==> config.mk <==
export PLATFORM = sky130hd
export DESIGN_NAME = stable_sort_by_divisor_count
export DESIGN_NICKNAME = d
export VERILOG_FILES = /design/src/hdl/sbdc_pkg.sv /design/src/hdl/sbdc_divider.sv /design/src/hdl/sbdc_counter.sv /design/src/hdl/stable_sort_by_divisor_count.sv
export SDC_FILE = /design/constraint.sdc
export NUM_CORES = 2
export LEC_CHECK = 0
export BUFFER_PORTS_ARGS = -buffer_cell sky130_fd_sc_hd__buf_2
export CAP_MARGIN = 0
export CORE_MARGIN = 2
export CORE_UTILIZATION = 65
export DETAILED_ROUTE_END_ITERATION = 8
export PLACE_DENSITY = 0.8
export SETUP_SLACK_MARGIN = 0.15
export SYNTH_ARGS = -nofsm -noshare
export SYNTH_HDL_FRONTEND = slang
export SYNTH_SLANG_ARGS = --single-unit
==> constraint.sdc <==
create_clock -name i_clk -period 15.85 [get_ports i_clk]
set_input_delay 1.585 -clock i_clk [delete_from_list [all_inputs] [get_ports i_clk]]
set_output_delay 1.585 -clock i_clk [all_outputs]
set_load 0.01 [all_outputs]
==> src/hdl/sbdc_pkg.sv <==
// Shared types and constants for the divisor-count sorter.
// No dependencies.
`default_nettype none
package sbdc_pkg;
    localparam int VAL_W = 31;
    localparam int CNT_W = 11;

    typedef struct packed {
        logic [VAL_W-1:0] value;
        logic             last_in;
    } t_in_item;

    typedef struct packed {
        logic [VAL_W-1:0] sorted_value;
        logic [CNT_W-1:0] divisor_count;
        logic             last_out;
    } t_out_item;

    typedef enum logic [3:0] {
        ST_IDLE,
        ST_ZERO,
        ST_DIV,
        ST_DIVWAIT,
        ST_REDIV,
        ST_NEXT,
        ST_FINAL,
        ST_DONE
    } t_dc_state;

    typedef enum logic [2:0] {
        SS_LOAD,
        SS_SCAN_RD,
        SS_SCAN_CHK,
        SS_EMIT_RD,
        SS_EMIT_OUT
    } t_so_state;
endpackage
`default_nettype wire

==> src/hdl/sbdc_divider.sv <==
// Restoring divider, one quotient bit per cycle.
// Depends on sbdc_pkg.
`default_nettype none
module sbdc_divider (
    input  wire logic                    i_clk,
    input  wire logic                    i_rst_n,
    input  wire logic                    i_start,
    input  wire logic [sbdc_pkg::VAL_W-1:0] i_num,
    input  wire logic [sbdc_pkg::VAL_W-1:0] i_den,
    output logic                         o_done,
    output logic [sbdc_pkg::VAL_W-1:0]   o_quot,
    output logic [sbdc_pkg::VAL_W-1:0]   o_rem
);
    import sbdc_pkg::*;

    logic [VAL_W-1:0] r_quot, r_den;
    logic [VAL_W-1:0] r_rem;
    logic [4:0]       r_cnt;
    logic             r_busy, r_done;
    logic [VAL_W:0]   trial;
    logic [VAL_W:0]   shifted;

    assign shifted = {r_rem, r_quot[VAL_W-1]};
    assign trial   = shifted - {1'b0, r_den};

    // Shift one numerator bit in per cycle
    always_ff @(posedge i_clk) begin
        if (!i_rst_n) begin
            r_busy <= 1'b0;
            r_done <= 1'b0;
        end else begin
            r_done <= 1'b0;
            if (i_start) begin
                r_busy <= 1'b1;
                r_cnt  <= 5'(VAL_W - 1);
                r_quot <= i_num;
                r_den  <= i_den;
                r_rem  <= '0;
            end else if (r_busy) begin
                if (!trial[VAL_W]) begin
                    r_rem  <= trial[VAL_W-1:0];
                    r_quot <= {r_quot[VAL_W-2:0], 1'b1};
                end else begin
                    r_rem  <= shifted[VAL_W-1:0];
                    r_quot <= {r_quot[VAL_W-2:0], 1'b0};
                end
                if (r_cnt == '0) begin
                    r_busy <= 1'b0;
                    r_done <= 1'b1;
                end
                r_cnt <= r_cnt - 5'd1;
            end
        end
    end

    assign o_done = r_done;
    assign o_quot = r_quot;
    assign o_rem  = r_rem;
endmodule
`default_nettype wire

==> src/hdl/sbdc_counter.sv <==
// Divisor counter: trial division over a single serial divider.
// Depends on sbdc_pkg and sbdc_divider.
`default_nettype none
module sbdc_counter (
    input  wire logic                       i_clk,
    input  wire logic                       i_rst_n,
    input  wire logic                       i_start,
    input  wire logic [sbdc_pkg::VAL_W-1:0] i_value,
    output logic                            o_done,
    output logic [sbdc_pkg::CNT_W-1:0]      o_count
);
    import sbdc_pkg::*;

    t_dc_state        r_state, n_state;
    logic [VAL_W-1:0] r_rest, r_d;
    logic [CNT_W-1:0] r_total;
    logic [5:0]       r_exp;
    logic [31:0]      r_sq;
    logic             div_start, div_done;
    logic [VAL_W-1:0] div_q, div_r;
    logic [CNT_W+5:0] prod;

    sbdc_divider u_div (
        .i_clk(i_clk), .i_rst_n(i_rst_n), .i_start(div_start),
        .i_num(r_rest), .i_den(r_d), .o_done(div_done),
        .o_quot(div_q), .o_rem(div_r)
    );

    assign prod = r_total * ({1'b0, r_exp} + 7'd1);

    // Next state
    always_comb begin
        n_state   = r_state;
        div_start = 1'b0;
        case (r_state)
            ST_IDLE: if (i_start) n_state = (i_value == '0) ? ST_ZERO : ST_NEXT;
            ST_ZERO: n_state = ST_DONE;
            ST_NEXT: begin
                // d*d > rest ends the search (2 and 3 always tried)
                if (r_d > 31'd3 && r_sq > {1'b0, r_rest}) n_state = ST_FINAL;
                else begin
                    div_start = 1'b1;
                    n_state   = ST_DIVWAIT;
                end
            end
            ST_DIVWAIT: if (div_done) n_state = (div_r == '0) ? ST_REDIV : ST_DIV;
            // Divide the reduced value again by the same candidate
            ST_REDIV: begin
                div_start = 1'b1;
                n_state   = ST_DIVWAIT;
            end
            ST_DIV:   n_state = ST_NEXT;
            ST_FINAL: n_state = ST_DONE;
            ST_DONE:  n_state = ST_IDLE;
            default:  n_state = ST_IDLE;
        endcase
    end

    // Datapath
    always_ff @(posedge i_clk) begin
        if (!i_rst_n) r_state <= ST_IDLE;
        else          r_state <= n_state;
        case (r_state)
            ST_IDLE: begin
                r_rest  <= i_value;
                r_d     <= 31'd2;
                r_sq    <= 32'd4;
                r_total <= 11'd1;
                r_exp   <= '0;
            end
            ST_ZERO: r_total <= '0;
            ST_DIVWAIT: if (div_done && div_r == '0) begin
                r_rest <= div_q;
                r_exp  <= r_exp + 6'd1;
            end
            ST_DIV: begin
                // fold exponent in, move to next candidate
                r_total <= prod[CNT_W-1:0];
                r_exp   <= '0;
                if (r_d == 31'd2) begin
                    r_d <= 31'd3;  r_sq <= 32'd9;
                end else if (r_d == 31'd3) begin
                    r_d <= 31'd5;  r_sq <= 32'd25;
                end else begin
                    r_d  <= r_d + 31'd2;
                    r_sq <= r_sq + {r_d[29:0], 2'b00} + 32'd4;
                end
            end
            ST_FINAL: if (r_rest > 31'd1) r_total <= {r_total[CNT_W-2:0], 1'b0};
            default: ;
        endcase
    end

    assign o_done  = (r_state == ST_DONE);
    assign o_count = r_total;
endmodule
`default_nettype wire

==> src/hdl/stable_sort_by_divisor_count.sv <==
`default_nettype none
// Stable sort by divisor count.
// Input channel: i_in_valid/o_in_ready carry t_in_item {value, last_in}.
// Output channel: o_out_valid/i_out_ready carry t_out_item.
// Each item's divisor count is found by trial division on a serial
// divider, with one more division for each repeated exact division;
// up to about sqrt(value)/2 trial divisors are tried, and zero skips them.
// The value and count are written to a 64-entry memory in arrival order.
// After the last item (or when the store fills) results are emitted by
// repeated passes: for each count level one pass over the entries finds
// the next-highest count and another emits the entries that have it.
// Equal counts leave in arrival order.
// Reset empties the store; memory contents need no clearing.
// A stalled receiver holds the output register and pauses the emit pass;
// no item is accepted until the set's last result is loaded into the output register.
module stable_sort_by_divisor_count #(
    parameter int MAX_ITEMS = 64
) (
    input  wire logic                 i_clk,
    input  wire logic                 i_rst_n,
    input  wire logic                 i_in_valid,
    output logic                      o_in_ready,
    input  wire sbdc_pkg::t_in_item   i_in_item,
    output logic                      o_out_valid,
    input  wire logic                 i_out_ready,
    output sbdc_pkg::t_out_item       o_out_item
);
    import sbdc_pkg::*;
    localparam int AW = $clog2(MAX_ITEMS);

    logic [VAL_W+CNT_W-1:0] mem [MAX_ITEMS];
    logic [VAL_W+CNT_W-1:0] r_rd;
    logic [AW-1:0]  r_addr;
    logic [AW:0]    r_n, r_idx, r_emitted;
    logic [CNT_W:0] r_cur, r_best;
    logic           r_busy, r_last, r_found;
    t_so_state      r_st;
    t_out_item      r_out;
    logic           r_ov;
    logic           cnt_done;
    logic [CNT_W-1:0] cnt_val;
    logic [VAL_W-1:0] r_val;
    logic           acc;
    logic           emit_match, emit_fire;

    assign acc = i_in_valid && o_in_ready;
    assign o_in_ready = !r_busy && r_st == SS_LOAD;

    // Load the output register when the current entry belongs to this level and the output is free
    assign emit_match = ({1'b0, r_rd[CNT_W-1:0]} == r_best);
    assign emit_fire  = (r_st == SS_EMIT_OUT) && emit_match && (!r_ov || i_out_ready);

    sbdc_counter u_cnt (
        .i_clk(i_clk), .i_rst_n(i_rst_n), .i_start(acc),
        .i_value(i_in_item.value), .o_done(cnt_done), .o_count(cnt_val)
    );

    // Memory write and registered read
    always_ff @(posedge i_clk) begin
        if (cnt_done) mem[r_n[AW-1:0]] <= {r_val, cnt_val};
        r_rd <= mem[r_addr];
    end

    // Control: load, then repeated scans for each count level
    always_ff @(posedge i_clk) begin
        if (!i_rst_n) begin
            r_busy <= 1'b0; r_n <= '0; r_st <= SS_LOAD; r_ov <= 1'b0;
        end else begin
            if (emit_fire) r_ov <= 1'b1;
            else if (r_ov && i_out_ready) r_ov <= 1'b0;
            case (r_st)
                SS_LOAD: begin
                    if (acc) begin
                        r_busy <= 1'b1;
                        r_val  <= i_in_item.value;
                        r_last <= i_in_item.last_in;
                    end else if (cnt_done) begin
                        r_n    <= r_n + 1'b1;
                        if (r_last || r_n + 1'b1 == (AW+1)'(MAX_ITEMS)) begin
                            r_st <= SS_SCAN_RD;
                            r_cur <= {1'b1, {CNT_W{1'b0}}};
                            r_emitted <= '0;
                            r_idx <= '0; r_addr <= '0;
                            r_found <= 1'b0; r_best <= '0;
                        end else begin
                            r_busy <= 1'b0;
                        end
                    end
                end
                // Find the largest count below r_cur
                SS_SCAN_RD: r_st <= SS_SCAN_CHK;
                SS_SCAN_CHK: begin
                    if ({1'b0, r_rd[CNT_W-1:0]} < r_cur &&
                        (!r_found || {1'b0, r_rd[CNT_W-1:0]} > r_best)) begin
                        r_best  <= {1'b0, r_rd[CNT_W-1:0]};
                        r_found <= 1'b1;
                    end
                    if (r_idx + 1'b1 == r_n) begin
                        r_idx <= '0; r_addr <= '0; r_st <= SS_EMIT_RD;
                    end else begin
                        r_idx  <= r_idx + 1'b1;
                        r_addr <= AW'(r_idx + 1'b1);
                        r_st   <= SS_SCAN_RD;
                    end
                end
                SS_EMIT_RD: r_st <= SS_EMIT_OUT;
                // Emit every entry whose count equals r_best, in order
                SS_EMIT_OUT: begin
                    if (emit_match) begin
                        if (emit_fire) begin
                            r_out.sorted_value  <= r_rd[VAL_W+CNT_W-1:CNT_W];
                            r_out.divisor_count <= r_rd[CNT_W-1:0];
                            r_out.last_out      <= (r_emitted + 1'b1 == r_n);
                            r_emitted <= r_emitted + 1'b1;
                            if (r_emitted + 1'b1 == r_n) begin
                                r_st <= SS_LOAD; r_busy <= 1'b0; r_n <= '0;
                            end else if (r_idx + 1'b1 == r_n) begin
                                r_cur <= r_best; r_found <= 1'b0; r_best <= '0;
                                r_idx <= '0; r_addr <= '0; r_st <= SS_SCAN_RD;
                            end else begin
                                r_idx <= r_idx + 1'b1;
                                r_addr <= AW'(r_idx + 1'b1);
                                r_st <= SS_EMIT_RD;
                            end
                        end
                    end else if (r_idx + 1'b1 == r_n) begin
                        r_cur <= r_best; r_found <= 1'b0; r_best <= '0;
                        r_idx <= '0; r_addr <= '0; r_st <= SS_SCAN_RD;
                    end else begin
                        r_idx <= r_idx + 1'b1;
                        r_addr <= AW'(r_idx + 1'b1);
                        r_st <= SS_EMIT_RD;
                    end
                end
                default: r_st <= SS_LOAD;
            endcase
        end
    end

    assign o_out_valid = r_ov;
    assign o_out_item  = r_out;
endmodule
`default_nettype wire

==> qor.csv <==
stage,metric,value,unit
clock_network,cts.sinks,3068,
sta,grt_setup_unrepaired,false,
detailed_routing,wirelength,356000,um
clock_network,cts_setup_buffers,0,
job,drv_cap,2,
sta,hold_violations,0,
synthesis,synth_top_cell_by_area,edfxtp_1,
synthesis,yosysSeqAreaShare,0.746,
synthesis,yosysWarnings,0,
detailed_routing,top_layer_used,met5,
critical_path,cp-end-kind,flip-flop,
synthesis,synth_edf_count,3009,
synthesis,async_reset_ff_frac,0,
synthesis,ys_types,74,
die,die_w,438,um
sta,finClkSkew,0.0642,ns
finish,area_growth,11.6,%
worst_hold_path,min_to,o_out_item[28],
detailed_routing,drtPass1Iterations,6,
finish,layout.cells.most_common_list,"edfxtp_1, mux4_2, clkbuf_16, buf_4, ha_1",
critical_path,crit_fanout,74,
finish,n_fill_cell,9812,
sta,period_share,0.379,
synthesis,syn-num-nets,5976,
detailed_routing,drc,0,
clock_network,tritoncts,built,
finish,final_nets,6276,
die,fp.coreArea,188000,sq um
worst_hold_path,min_from,r_rd[27],
run_status,status,finished with violations,
clock_network,post_cts_resized,0,
power,power.density,137,nW/um^2
synthesis,synth_cells,5747,
critical_path,critPathKind,reg2reg,
grt,grt_max_degree,157,
detailed_routing,dr_wl_met3,48200,um
worst_hold_path,hold_depth,0,
synthesis,yosys_most_used_dff,edfxtp_1,
worst_hold_path,hold_class,reg2reg,
power,total_power,0.0187,W
critical_path,reg2reg_to,r_rd[19],
synthesis,synth_area,123000,sq um
synthesis,syn_avg_cell_area,21.3,sq um
clock_network,htree_levels,5,
sta,maxSlewViolCount,42,
critical_path,critPathMaxStageDelay,0.98,ns
detailed_routing,post_drt_via_cell_ratio,7.35,
synthesis,synth_top_cell_area_share,0.736,
finish,layout-drive-gt1-share,0.268,
critical_path,rr_startpoint,r_addr[1],
grt,first_global_vias,65300,
detailed_routing,met1_length,114000,um
detailed_routing,drt_iter0_markers,11100,
die,num_rows,159,
detailed_routing,postRouteAntennaNets,0,
detailed_routing,met2_length,172000,um
clock_network,worstSkewPairLatency,0.97,ns
synthesis,synth-seq-cells,3068,
sta,fin_tns_setup,0,ns
die,die-area,192000,sq um
clock_network,clk_path_buf_depth,4,
sta,max-slew-margin-rel,-0.0244,
critical_path,reg2reg_depth,7,
critical_path,cp.arrival,6.79,ns
placed_design,hpwl,171000,um
critical_path,critPathMostFrequentCell,buf_4,
power,peakVddDrop,0.000114,V
detailed_routing,num_vias,64500,
placed_design,gp_congestion,0.844,
run_status,failed_checks,"max-capacitance violations, max-slew violations",
die,io_pins,81,
die,start_util,0.654,
clock_network,clk_pin_slew_worst_paths,0.07,ns
critical_path,startpoint_type,flip-flop,
sta,fin_crit,6.01,ns
synthesis,yosys-top-cells-area,"edfxtp_1, mux4_2, ha_1, dfxtp_1, nor2_1",
critical_path,rrSetupSlack,9.84,ns
sta,finalSetupViolCount,0,
clock_network,hold_buffers,0,
clock_network,cts_buffers,311,
finish,final_common_cell,edfxtp_1,
grt,grt_pass1_wl,497000,um
sta,worst_pin_slew,1.54,ns
critical_path,cp_top_family,buffers and inverters,
grt,gr-total-overflow,0,
die,fp.dieH,438,um
critical_path,critPathSlowestCell,buf_4,
critical_path,cp_data_required_time,16.64,ns
power,power.leakage,44.3,nW
grt,grt_usage,0.376,
critical_path,worst-path-buf-inv,4,
critical_path,path_cells,"buf_4, buf_4, buf_4, buf_4, mux4_2, mux4_2, mux4_2",
placed_design,portBuffers,80,
detailed_routing,post_drt_wl_per_cell,40.5,um
grt,antenna_found_initial,13,
clock_network,cts-root-buf,clkbuf_16,
sta,clock.fmax,166,MHz
cell usage after synthesis (all sizes together), types with 5 or more instances:
cell type	n
a211oi	8
a21o	49
a21oi	96
a31oi	13
and2	37
and3	17
buf	97
clkbuf	168
dfxtp	59
edfxtp	3009
fa	29
ha	164
inv	152
mux2	33
mux2i	6
mux4	882
nand2	139
nand2b	22
nand3	46
nand3b	14
nand4	50
nand4b	5
nor2	232
nor2b	28
nor3	27
nor4	32
o211a	5
o211ai	5
o21a	11
o21ai	107
o21bai	12
o31a	5
or3	12
xnor2	68
xor2	54
state kept, by name, summed over array words and instances, names as in the netlist, 3 cells and up:
| register | cells |
|---|---|
| u_cnt.r_state | 3 |
| u_cnt.o_count | 11 |
| r_val | 31 |
| o_out_item | 43 |
| u_cnt.r_d | 31 |
| u_cnt.u_div.o_rem | 31 |
| r_n | 7 |
| mem | 2688 |
| r_st | 3 |
| r_rd | 42 |
| u_cnt.u_div.o_quot | 31 |
| r_addr | 5 |
| u_cnt.r_sq | 31 |
| u_cnt.u_div.r_cnt | 5 |
| r_best | 11 |
| u_cnt.r_rest | 31 |
| u_cnt.u_div.r_den | 31 |
| r_emitted | 7 |
| u_cnt.r_exp | 6 |
| r_cur | 12 |
logic make-up after synthesis:
family          Yosys count  synth area share
mux                     921             0.165
fa+ha+maj               193            0.0215
xor+xnor                122           0.00871
buf+inv                 418            0.0137
flops                  3068             0.746
compound gates          346            0.0174
simple gates            679            0.0271
cell type report:
cell class | count | area, sq um | area share
inverter | 153 | 574 | 0.00419
clock inverter | 145 | 1510 | 0.0110
timing repair buffer | 252 | 1780 | 0.0130
multi-input combinational | 2261 | 30000 | 0.219
antenna | 9 | 22.5 | 0.000164
sequential | 3068 | 91500 | 0.668
tap | 2495 | 3120 | 0.0228
clock buffer | 394 | 8400 | 0.0614
metrics by stage:
stage	worst slack, ns	util	cell area (sq um)	hold slack [ns]	cells
finish	9.84	0.730	137000	0.415	8777
global route	9.87	0.730	137000	0.417	8770
global placement	10.30	0.677	127000	0.392	8227
floorplan	9.49	-	123000	0.386	5747
CTS	10.03	0.730	137000	0.408	8766
detailed placement	10.18	0.677	127000	0.399	8227
layer usage:
layer | GRT usage | vias to the layer above
li1 | - | 24500
met1 | 0.489 | 33200
met2 | 0.594 | 5559
met3 | 0.104 | 1222
met4 | 0.189 | 20
met5 | 0.00298 | -
worst max-delay path by stage:
stage	startpoint	cells past startpoint	to
6_report	r_addr[1]	7	r_rd[19]
3_3_place_gp	r_addr[1]	7	r_rd[13]
2_1_floorplan	u_cnt.r_sq[26]	12	u_cnt.u_div.o_quot[0]
4_1_cts	r_addr[1]	7	r_rd[19]
3_5_place_dp	r_addr[1]	7	r_rd[15]
5_1_grt	r_addr[1]	7	r_rd[19]
where the power goes:
group / switching, W / total, W / internal, W
clock network: 0.00314 / 0.00739 / 0.00425
logic: 0.00120 / 0.00189 / 0.000691
registers: 0.000144 / 0.00946 / 0.00931
total: 0.00449 / 0.0187 / 0.0143
No activity file was read; power rests on OpenSTA's default activity.
